`src/rtl/core/sha1_hash_engine_macros.svh`:
```
// ----------------------------------------------------------------------------
// SHA-1 hash engine assertion macros
// Concurrent assertion helpers shared by the SHA-1 engine RTL.
// ----------------------------------------------------------------------------
`ifndef SHA1_HASH_ENGINE_MACROS_SVH
`define SHA1_HASH_ENGINE_MACROS_SVH

`ifndef ASSERT_OFF
`define SHA1_ASSERT_SAME(lbl, ck, rn, ante, cons) \
    lbl: assert property (@(posedge ck) disable iff (!rn) (ante) |-> (cons)) \
        else $error("SHA-1 engine check failed");
`define SHA1_ASSERT_NEXT(lbl, ck, rn, ante, cons) \
    lbl: assert property (@(posedge ck) disable iff (!rn) (ante) |=> (cons)) \
        else $error("SHA-1 engine check failed");
`else
`define SHA1_ASSERT_SAME(lbl, ck, rn, ante, cons)
`define SHA1_ASSERT_NEXT(lbl, ck, rn, ante, cons)
`endif

`endif

```
`src/rtl/core/sha1_pkg.sv`:
```
// ----------------------------------------------------------------------------
// SHA-1 engine package
// Types and fixed constants of the SHA-1 hash engine.
// ----------------------------------------------------------------------------
package sha1_pkg;

    typedef enum logic [4:0] {
        S_IDLE  = 5'b00001,
        S_PAD   = 5'b00010,
        S_ROUND = 5'b00100,
        S_FOLD  = 5'b01000,
        S_OUT   = 5'b10000
    } state_t;

    typedef logic [31:0] word_t;

    localparam int unsigned NUM_WORDS  = 5;
    localparam int unsigned NUM_ROUNDS = 80;

    localparam word_t H_INIT [NUM_WORDS] = '{
        32'h67452301, 32'hEFCDAB89, 32'h98BADCFE, 32'h10325476, 32'hC3D2E1F0
    };

    localparam word_t K_0 = 32'h5A827999;
    localparam word_t K_1 = 32'h6ED9EBA1;
    localparam word_t K_2 = 32'h8F1BBCDC;
    localparam word_t K_3 = 32'hCA62C1D6;

    localparam logic [7:0] PAD_MARK = 8'h80;

endpackage

```
`src/rtl/core/sha1_hash_engine.sv`:
```
// ----------------------------------------------------------------------------
// SHA-1 hash engine
// Byte-serial SHA-1 digest with one shared round unit and a small sequencer.
// ----------------------------------------------------------------------------
//  channel   handshake            payload
//  input     in_valid / in_ready  data_byte, byte_valid, end_of_message
//  output    out_valid/ out_ready digest_word, word_index, last_word
//
// Message bytes are taken while the engine is idle; every 64th byte starts a
// compression: 80 rounds of the single round unit, then a fold into the
// chaining words. The final request adds the padding bytes, one or two
// compressions and the readout of the five digest words.
// Reset is asynchronous and active low. Input is not taken while a block is
// compressed, padded or the digest is being read out; output stalls hold.
// ----------------------------------------------------------------------------
`include "sha1_hash_engine_macros.svh"

module sha1_hash_engine
(
    input  logic                clk,
    input  logic                rst_n,
    input  logic                in_valid,
    output logic                in_ready,
    input  logic [7:0]          data_byte,
    input  logic                byte_valid,
    input  logic                end_of_message,
    output logic                out_valid,
    input  logic                out_ready,
    output sha1_pkg::word_t     digest_word,
    output logic [2:0]          word_index,
    output logic                last_word
);
    import sha1_pkg::*;

    state_t      state_reg, state_next;
    word_t       h_reg [NUM_WORDS];
    word_t       h_next [NUM_WORDS];
    word_t       v_reg [NUM_WORDS];
    word_t       v_next [NUM_WORDS];
    word_t       w_reg [16];
    word_t       w_next [16];
    logic [23:0] acc_reg, acc_next;
    logic [5:0]  pos_reg, pos_next;
    logic [60:0] count_reg, count_next;
    logic [6:0]  round_reg, round_next;
    logic [2:0]  idx_reg, idx_next;
    logic        mark_done_reg, mark_done_next;
    logic        len_ok_reg, len_ok_next;
    logic        pad_pend_reg, pad_pend_next;
    logic        fin_pend_reg, fin_pend_next;

    logic        wr_en;
    logic [7:0]  wr_byte;
    logic        load_vars;
    logic        fin_block;
    logic [63:0] len_shift;
    logic [7:0]  len_byte;
    word_t       w_new;
    word_t       f_val;
    word_t       k_val;
    word_t       tmp_sum;

    assign in_ready    = (state_reg == S_IDLE);
    assign out_valid   = (state_reg == S_OUT);
    assign digest_word = h_reg[idx_reg];
    assign word_index  = idx_reg;
    assign last_word   = (idx_reg == 3'(NUM_WORDS - 1));

    assign len_shift = {count_reg, 3'b000} << {pos_reg[2:0], 3'b000};
    assign len_byte  = len_shift[63:56];
    assign fin_block = mark_done_reg && len_ok_reg;

    always_comb
    begin
        w_new = (round_reg < 7'd16) ? w_reg[0]
              : {w_reg[13][30:0] ^ w_reg[8][30:0] ^ w_reg[2][30:0] ^ w_reg[0][30:0],
                 w_reg[13][31] ^ w_reg[8][31] ^ w_reg[2][31] ^ w_reg[0][31]};
        if (round_reg < 7'd20)
        begin
            f_val = (v_reg[1] & v_reg[2]) | (~v_reg[1] & v_reg[3]);
            k_val = K_0;
        end
        else if (round_reg < 7'd40)
        begin
            f_val = v_reg[1] ^ v_reg[2] ^ v_reg[3];
            k_val = K_1;
        end
        else if (round_reg < 7'd60)
        begin
            f_val = (v_reg[1] & v_reg[2]) | (v_reg[1] & v_reg[3]) | (v_reg[2] & v_reg[3]);
            k_val = K_2;
        end
        else
        begin
            f_val = v_reg[1] ^ v_reg[2] ^ v_reg[3];
            k_val = K_3;
        end
        tmp_sum = {v_reg[0][26:0], v_reg[0][31:27]} + f_val + v_reg[4] + k_val + w_new;
    end

    always_comb
    begin
        state_next     = state_reg;
        h_next         = h_reg;
        v_next         = v_reg;
        w_next         = w_reg;
        acc_next       = acc_reg;
        pos_next       = pos_reg;
        count_next     = count_reg;
        round_next     = round_reg;
        idx_next       = idx_reg;
        mark_done_next = mark_done_reg;
        len_ok_next    = len_ok_reg;
        pad_pend_next  = pad_pend_reg;
        fin_pend_next  = fin_pend_reg;
        wr_en          = 1'b0;
        wr_byte        = '0;
        load_vars      = 1'b0;

        case (state_reg)
            S_IDLE:
            begin
                if (in_valid)
                begin
                    mark_done_next = 1'b0;
                    len_ok_next    = 1'b0;
                    if (byte_valid)
                    begin
                        wr_en      = 1'b1;
                        wr_byte    = data_byte;
                        count_next = count_reg + 61'd1;
                    end
                    if (byte_valid && (pos_reg == 6'd63))
                    begin
                        load_vars     = 1'b1;
                        pad_pend_next = end_of_message;
                        state_next    = S_ROUND;
                    end
                    else if (end_of_message)
                    begin
                        state_next = S_PAD;
                    end
                end
            end
            S_PAD:
            begin
                wr_en = 1'b1;
                if (!mark_done_reg)
                begin
                    wr_byte        = PAD_MARK;
                    mark_done_next = 1'b1;
                    len_ok_next    = (pos_reg[5:3] != 3'b111);
                end
                else if (len_ok_reg && (pos_reg[5:3] == 3'b111))
                begin
                    wr_byte = len_byte;
                end
                if (pos_reg == 6'd63)
                begin
                    load_vars     = 1'b1;
                    fin_pend_next = fin_block;
                    pad_pend_next = !fin_block;
                    if (!fin_block)
                    begin
                        len_ok_next = 1'b1;
                    end
                    state_next = S_ROUND;
                end
            end
            S_ROUND:
            begin
                for (int i = 0; i < 15; i++)
                begin
                    w_next[i] = w_reg[i + 1];
                end
                w_next[15] = w_new;
                v_next[4]  = v_reg[3];
                v_next[3]  = v_reg[2];
                v_next[2]  = {v_reg[1][1:0], v_reg[1][31:2]};
                v_next[1]  = v_reg[0];
                v_next[0]  = tmp_sum;
                if (round_reg == 7'(NUM_ROUNDS - 1))
                begin
                    round_next = '0;
                    state_next = S_FOLD;
                end
                else
                begin
                    round_next = round_reg + 7'd1;
                end
            end
            S_FOLD:
            begin
                for (int i = 0; i < NUM_WORDS; i++)
                begin
                    h_next[i] = h_reg[i] + v_reg[i];
                end
                if (fin_pend_reg)
                begin
                    state_next = S_OUT;
                end
                else if (pad_pend_reg)
                begin
                    pad_pend_next = 1'b0;
                    state_next    = S_PAD;
                end
                else
                begin
                    state_next = S_IDLE;
                end
            end
            S_OUT:
            begin
                if (out_ready)
                begin
                    if (idx_reg == 3'(NUM_WORDS - 1))
                    begin
                        h_next        = H_INIT;
                        count_next    = '0;
                        idx_next      = '0;
                        fin_pend_next = 1'b0;
                        state_next    = S_IDLE;
                    end
                    else
                    begin
                        idx_next = idx_reg + 3'd1;
                    end
                end
            end
            default:
            begin
                state_next = S_IDLE;
            end
        endcase

        if (wr_en)
        begin
            pos_next = pos_reg + 6'd1;
            if (pos_reg[1:0] == 2'b11)
            begin
                for (int i = 0; i < 15; i++)
                begin
                    w_next[i] = w_reg[i + 1];
                end
                w_next[15] = {acc_reg, wr_byte};
            end
            else
            begin
                acc_next = {acc_reg[15:0], wr_byte};
            end
        end

        if (load_vars)
        begin
            v_next = h_reg;
        end
    end

    always_ff @(posedge clk or negedge rst_n)
    begin
        if (!rst_n)
        begin
            state_reg     <= S_IDLE;
            h_reg         <= H_INIT;
            pos_reg       <= '0;
            count_reg     <= '0;
            round_reg     <= '0;
            idx_reg       <= '0;
            mark_done_reg <= 1'b0;
            len_ok_reg    <= 1'b0;
            pad_pend_reg  <= 1'b0;
            fin_pend_reg  <= 1'b0;
        end
        else
        begin
            state_reg     <= state_next;
            h_reg         <= h_next;
            pos_reg       <= pos_next;
            count_reg     <= count_next;
            round_reg     <= round_next;
            idx_reg       <= idx_next;
            mark_done_reg <= mark_done_next;
            len_ok_reg    <= len_ok_next;
            pad_pend_reg  <= pad_pend_next;
            fin_pend_reg  <= fin_pend_next;
        end
    end

    always_ff @(posedge clk)
    begin
        v_reg   <= v_next;
        w_reg   <= w_next;
        acc_reg <= acc_next;
    end

    `SHA1_ASSERT_SAME(a_no_overlap, clk, rst_n, in_ready, !out_valid)
    `SHA1_ASSERT_SAME(a_round_range, clk, rst_n, state_reg == S_ROUND, round_reg < 7'd80)
    `SHA1_ASSERT_SAME(a_out_aligned, clk, rst_n, out_valid, pos_reg == 6'd0 && fin_pend_reg)
    `SHA1_ASSERT_NEXT(a_restart, clk, rst_n, out_valid && out_ready && last_word, in_ready && h_reg[0] == H_INIT[0] && count_reg == 61'd0)

endmodule

```
`config.mk`:
```
export PLATFORM = sky130hd
export DESIGN_NAME = sha1_hash_engine
export DESIGN_NICKNAME = d
export VERILOG_FILES = /design/src/rtl/core/sha1_pkg.sv /design/src/rtl/core/sha1_hash_engine.sv
export VERILOG_INCLUDE_DIRS = /design/src /design/src/rtl/core
export SDC_FILE = /design/constraint.sdc
export NUM_CORES = 2
export LEC_CHECK = 0
export BUFFER_PORTS_ARGS = -buffer_cell sky130_fd_sc_hd__buf_2
export CAP_MARGIN = 40
export CORE_ASPECT_RATIO = 0.9
export CORE_MARGIN = 8
export CORE_UTILIZATION = 69
export CTS_CLUSTER_SIZE = 16
export DETAILED_ROUTE_END_ITERATION = 10
export GPL_TIMING_DRIVEN = 0
export HOLD_SLACK_MARGIN = 0.02
export PLACE_DENSITY_LB_ADDON = 0.15
export SLEW_MARGIN = 20
export SYNTH_ARGS = -nofsm -noshare
export SYNTH_HDL_FRONTEND = slang
export SYNTH_SLANG_ARGS = --single-unit
```
`constraint.sdc`:
```
create_clock -name clk -period 10.8 [get_ports clk]
set_clock_uncertainty 0.05 [all_clocks]
set_input_delay 2.16 -clock clk [delete_from_list [all_inputs] [get_ports clk]]
set_output_delay 2.16 -clock clk [all_outputs]
set_load 0.01 [all_outputs]
```
# Word-level counts from Yosys, hierarchy flattened
# Cells that the tools add are included.
[totals]
out_inout_bits = 38
inputBits = 14
regBits = 942
elab_cells = 173
[classes]
n_mux = 62
n_reduce_logical = 18
magnitude_cmp = 5
add_sub_neg = 13
n_shift = 1
bitwise = 18
eq_ne = 20
[ops]
columns = ["cell", "n"]
rows = [
  ["$mux 512", 3],
  ["$mux 160", 4],
  ["$pmux 160 s2", 1],
  ["$add 32x32->32", 9],
  ["$mux 32", 8],
  ["$mux 61", 4],
  ["$and 32x32->32", 4],
  ["$pmux 61 s2", 1],
  ["$bmux 32 s3", 1],
  ["$or 32x32->32", 3],
  ["$xor 31x31->31", 3],
  ["$shl 64x6->64", 1],
  ["$xor 32x32->32", 2],
  ["$add 61x1->61 const B", 1],
  ["$mux 5", 8],
  ["$mux 8", 4],
  ["$not 32->32", 1],
  ["$mux 31", 1],
  ["$pmux 5 s5", 1],
  ["$mux 1", 16],
  ["$pmux 8 s2", 1],
  ["$lt 7x5->1 const B", 2],
  ["$lt 7x6->1 const B", 2],
  ["$pmux 1 s2", 5],
  ["other kinds (33)", 51],
]

# Logic depth before layout (Yosys ltp)
[logic_depth]
word_depth = 12
ltp_mapped = 24
depth_no_buf = 22

# Least setup slack after synthesis
# Ideal clock, no wire load.
[synth_path]
path_type = "input port to flip-flop"
startpoint = "input in_valid"
endpoint = "register v_reg[0] (netlist name), enable pin"
setup_slack_ns = 3.502
path_buffers = 2
setup_ns = 1.319
cell_stages = 6
arrival_ns = 5.929
cell_sequence = "and3_1 > or2_2 > nand2_1 > clkbuf_1 > clkbuf_1 > nand2_1"
[synth_via]
elab_chain_len = 3
[synth_lines]
columns = ["element", "line", "rtl"]
rows = [
  ["from (decl)", "sha1_hash_engine.sv:22", "input logic in_valid,"],
  ["$mux 1", "sha1_hash_engine.sv:123", "if (in_valid)"],
  ["$pmux 1 s2", "sha1_hash_engine.sv:120", "case (state_reg)"],
  ["$reduce_bool 2->1 (no line)", "-", ""],
  ["to (signal assigned)", "sha1_hash_engine.sv:291", "v_reg <= v_next;"],
  ["to (decl)", "sha1_hash_engine.sv:38", "word_t v_reg [NUM_WORDS];"],
]
# Every way passes these cells.
# A chain may end at the register's enable or synchronous reset.

==> impl_metrics.tcl <==
set metrics [dict create \
    status "finished clean" \
    grt_start_max_net_pins 85 \
    layout.nets 5314 \
    synthCells 4787 \
    coreArea_mm2 0.0716 \
    wl_per_cell_um 24.5 \
    fin_crit_ns 8.12 \
    drive_above_1_share_pct 16.1 \
    post-route-util_pct 76.9 \
    max_slew_margin_pct 36.2 \
    fill_cells 4813 \
    wl_um 147000 \
    crit_type "flip-flop to flip-flop" \
    seq_area_frac_synth_pct 44.2 \
    via_per_inst 6.38 \
    setup_viol 0 \
    antenna_found_initial 6 \
    yosys_warnings 0 \
    hp-start "w_reg[384]" \
    powerDensity_mw_per_mm2 210 \
    synth_ff_type "dfxtp_1" \
    cts_tree "built" \
    cp_data_arrival_time_ns 8.46 \
    period_share_pct 75.2 \
    cap_violations 0 \
    drc 0 \
    start_util_pct 69.6 \
    row_count 93 \
    vias 38300 \
    syn-cell-area_mm2 0.0498 \
    drt_iter0_markers 4432 \
    swShare_pct 32.6 \
    fin_area_mm2 0.0550 \
    syn-num-nets 5124 \
    hold_viol 0 \
    endpoint_kind "flip-flop" \
    rr_worst_depth 24 \
    slew_viol_final 0 \
    grt_pass1_vias 37100 \
    synth_edf_count 184 \
    clock-root-buffer "clkbuf_16" \
    whs_endpoint "w_reg[384]" \
    design.portCount 52 \
    rsz0062_at_grt "no" \
    clockBufferDepth 3 \
    power_switching_mw 3.76 \
    critPathMaxFanout 10 \
    final_cells 6005 \
    chipWidth_um 299 \
    gp_congestion 1.03 \
    min_path_cells 1 \
    syn_avg_cell_area_um2 10.4 \
    cts_setup_buffers 0 \
    area_growth_pct 10.4 \
    io_buffers 51 \
    start_kind "flip-flop" \
    detailedPlacementHpwl_um 111000 \
    die_h_um 271 \
    ir_worst_vdd_v 0.000144 \
    grt_remaining_overflow 0 \
    critPathRequiredTime_ns 11.14 \
    cts_hold_buf 0 \
    placed_area_mm2 0.0518 \
    synth-seq-cells 942 \
    dp_slack_ns 3.06 \
    yosysUniqueCellTypes 97 \
    design.die.area_mm2 0.0811 \
    largest_reg_flops 512 \
    tightest_slew_ns 0.947 \
    intPower_mw 7.78 \
    firstDrtPassIters 6 \
    p_clk_share_pct 28.6 \
    r2r-start "round_reg[5]" \
    clock_latency_ns 0.66 \
    hold_slack_ns 0.408 \
    tns_ns 0 \
    cts_buffers 91 \
    h-tree-depth 3 \
    grt_use_total_pct 35.3 \
    hp-class "flip-flop to flip-flop" \
    power_mw 11.5 \
    async_reset_ff_share_pct 26.1 \
    clock-sinks 942 \
    p_leak_nw 23.8 \
    fmax_mhz 123 \
    antenna_left 0 \
    dp.cells 5823 \
    p_seq_share_pct 40.7 \
    path_clk_slew_ns 0.06 \
    grt_pass1_wl_um 221000 \
    reg2reg_setup_slack_ns 2.68 \
    reg2reg_to "v_reg[157]" \
    timing.final.ws_setup_ns 2.68 \
    cts_resized 0 \
    p_comb_share_pct 30.7 \
]
-- critical path: stages (launching register included) --
cell and delay (ns):
dfrtp_1 0.36, clkbuf_1 0.23, a41oi_2 0.79, nand2_1 0.46, inv_1 0.34, nor2_1 0.19
clkbuf_1 0.29, clkbuf_1 0.26, a221oi_1 0.51, fa_1 0.55, fa_1 0.49, inv_1 0.07
ha_1 0.18, inv_1 0.06, fa_1 0.41, nor2b_1 0.16, o21ai_1 0.11, a21boi_1 0.27
o31a_1 0.24, o22a_1 0.30, a41oi_2 0.30, o21ai_0 0.45, nand3_1 0.17, and3_1 0.20
or3_1 0.41
-- worst max path at each step --
stage	startpoint	end	depth (start not counted)
final	round_reg[5]	v_reg[157]	24
after global routing	round_reg[5]	v_reg[157]	24
after CTS	round_reg[5]	v_reg[157]	24
after detailed placement	round_reg[5]	v_reg[157]	24
after global placement	in_valid	v_reg[1]	7
after floorplan	in_valid	v_reg[0]	6
-- final cells by class --
class / instances / area, um^2 / share of cell area [%]
clock buffer: 134 / 2770 / 5.03
timing repair buffer: 97 / 851 / 1.55
tap: 950 / 1190 / 2.16
inverter: 282 / 1060 / 1.92
antenna: 2 / 5.00 / 0.00909
buffer: 204 / 1060 / 1.93
multi-input combinational: 3359 / 25700 / 46.7
clock inverter: 35 / 347 / 0.630
sequential: 942 / 22000 / 40.0
-- synth_stat cells (9+ instances only) --
library cell  instances  area, um^2
nand2b_1             31         194
mux2i_1              44         440
a31oi_1              24         150
mux4_2               45        1010
dfxtp_1             512       10200
nand3_1             104         521
inv_1               281        1050
o31ai_1              16         120
o21a_1               30         225
nor3_1               53         265
dfstp_2              81        2130
buf_1                 9        33.8
buf_6                24         270
xor2_1              130        1140
nand4_1              18         113
a21o_1               78         586
dfrtp_1             165        4130
a221o_1              18         180
fa_1                125        2500
or3_1                18         113
buf_4                20         150
o221ai_1             11        96.3
nor2_1              316        1190
clkbuf_1            123         462
nand2_1             552        2070
o211ai_1             19         143
nor2b_1              30         188
ha_1                198        2480
o21bai_1             20         150
buf_2                28         140
mux2_1              162        1820
o21ai_0             283        1420
edfxtp_1            184        5530
a211oi_1             17         128
a21oi_1             323        1620
xnor2_1             196        1720
and3_1               35         219
mux2_2              320        3600
-- power by group through the flow --
stage                     registers (mW)  logic (mW)  clock network [mW]
final                               4.70        3.54                3.31
after global routing                4.75        3.84                3.46
after CTS                           4.69        3.46                3.31
after detailed placement            4.75        3.41                   0
after global placement              4.75        3.28                   0
after floorplan                     4.61        2.67                   0
-- routing by layer --
layer / vias to the layer above / wire (um) / GRT usage, %
met1: 18800 / 60100 / 49.1
met4: 4 / 7140 / 15.0
met2: 2071 / 62400 / 51.6
met5: - / 31 / 0
met3: 399 / 17500 / 9.93
li1: 17100 / - / -
-- layout by cell type (no fill, tap or decap), drive strengths merged, types with 184 or more instances in the layout --
| master | instances |
|---|---|
| inv | 290 |
| nand2 | 552 |
| xnor2 | 196 |
| mux2 | 482 |
| dfxtp | 512 |
| o21ai | 291 |
| nor2 | 317 |
| ha | 198 |
| a21oi | 324 |
| edfxtp | 184 |
| clkbuf | 258 |
-- cell families after synthesis --
family	after synthesis	synth area share [%]
AND/OR/NAND/NOR	1203	10.6
XOR/XNOR	326	5.73
buffers and inverters	486	4.24
adder cells (fa/ha/maj)	323	9.99
AO/OA/AOI/OAI	936	11.5
flip-flops	942	44.2
multiplexers	571	13.8
(Power assumes the default switching activity.)
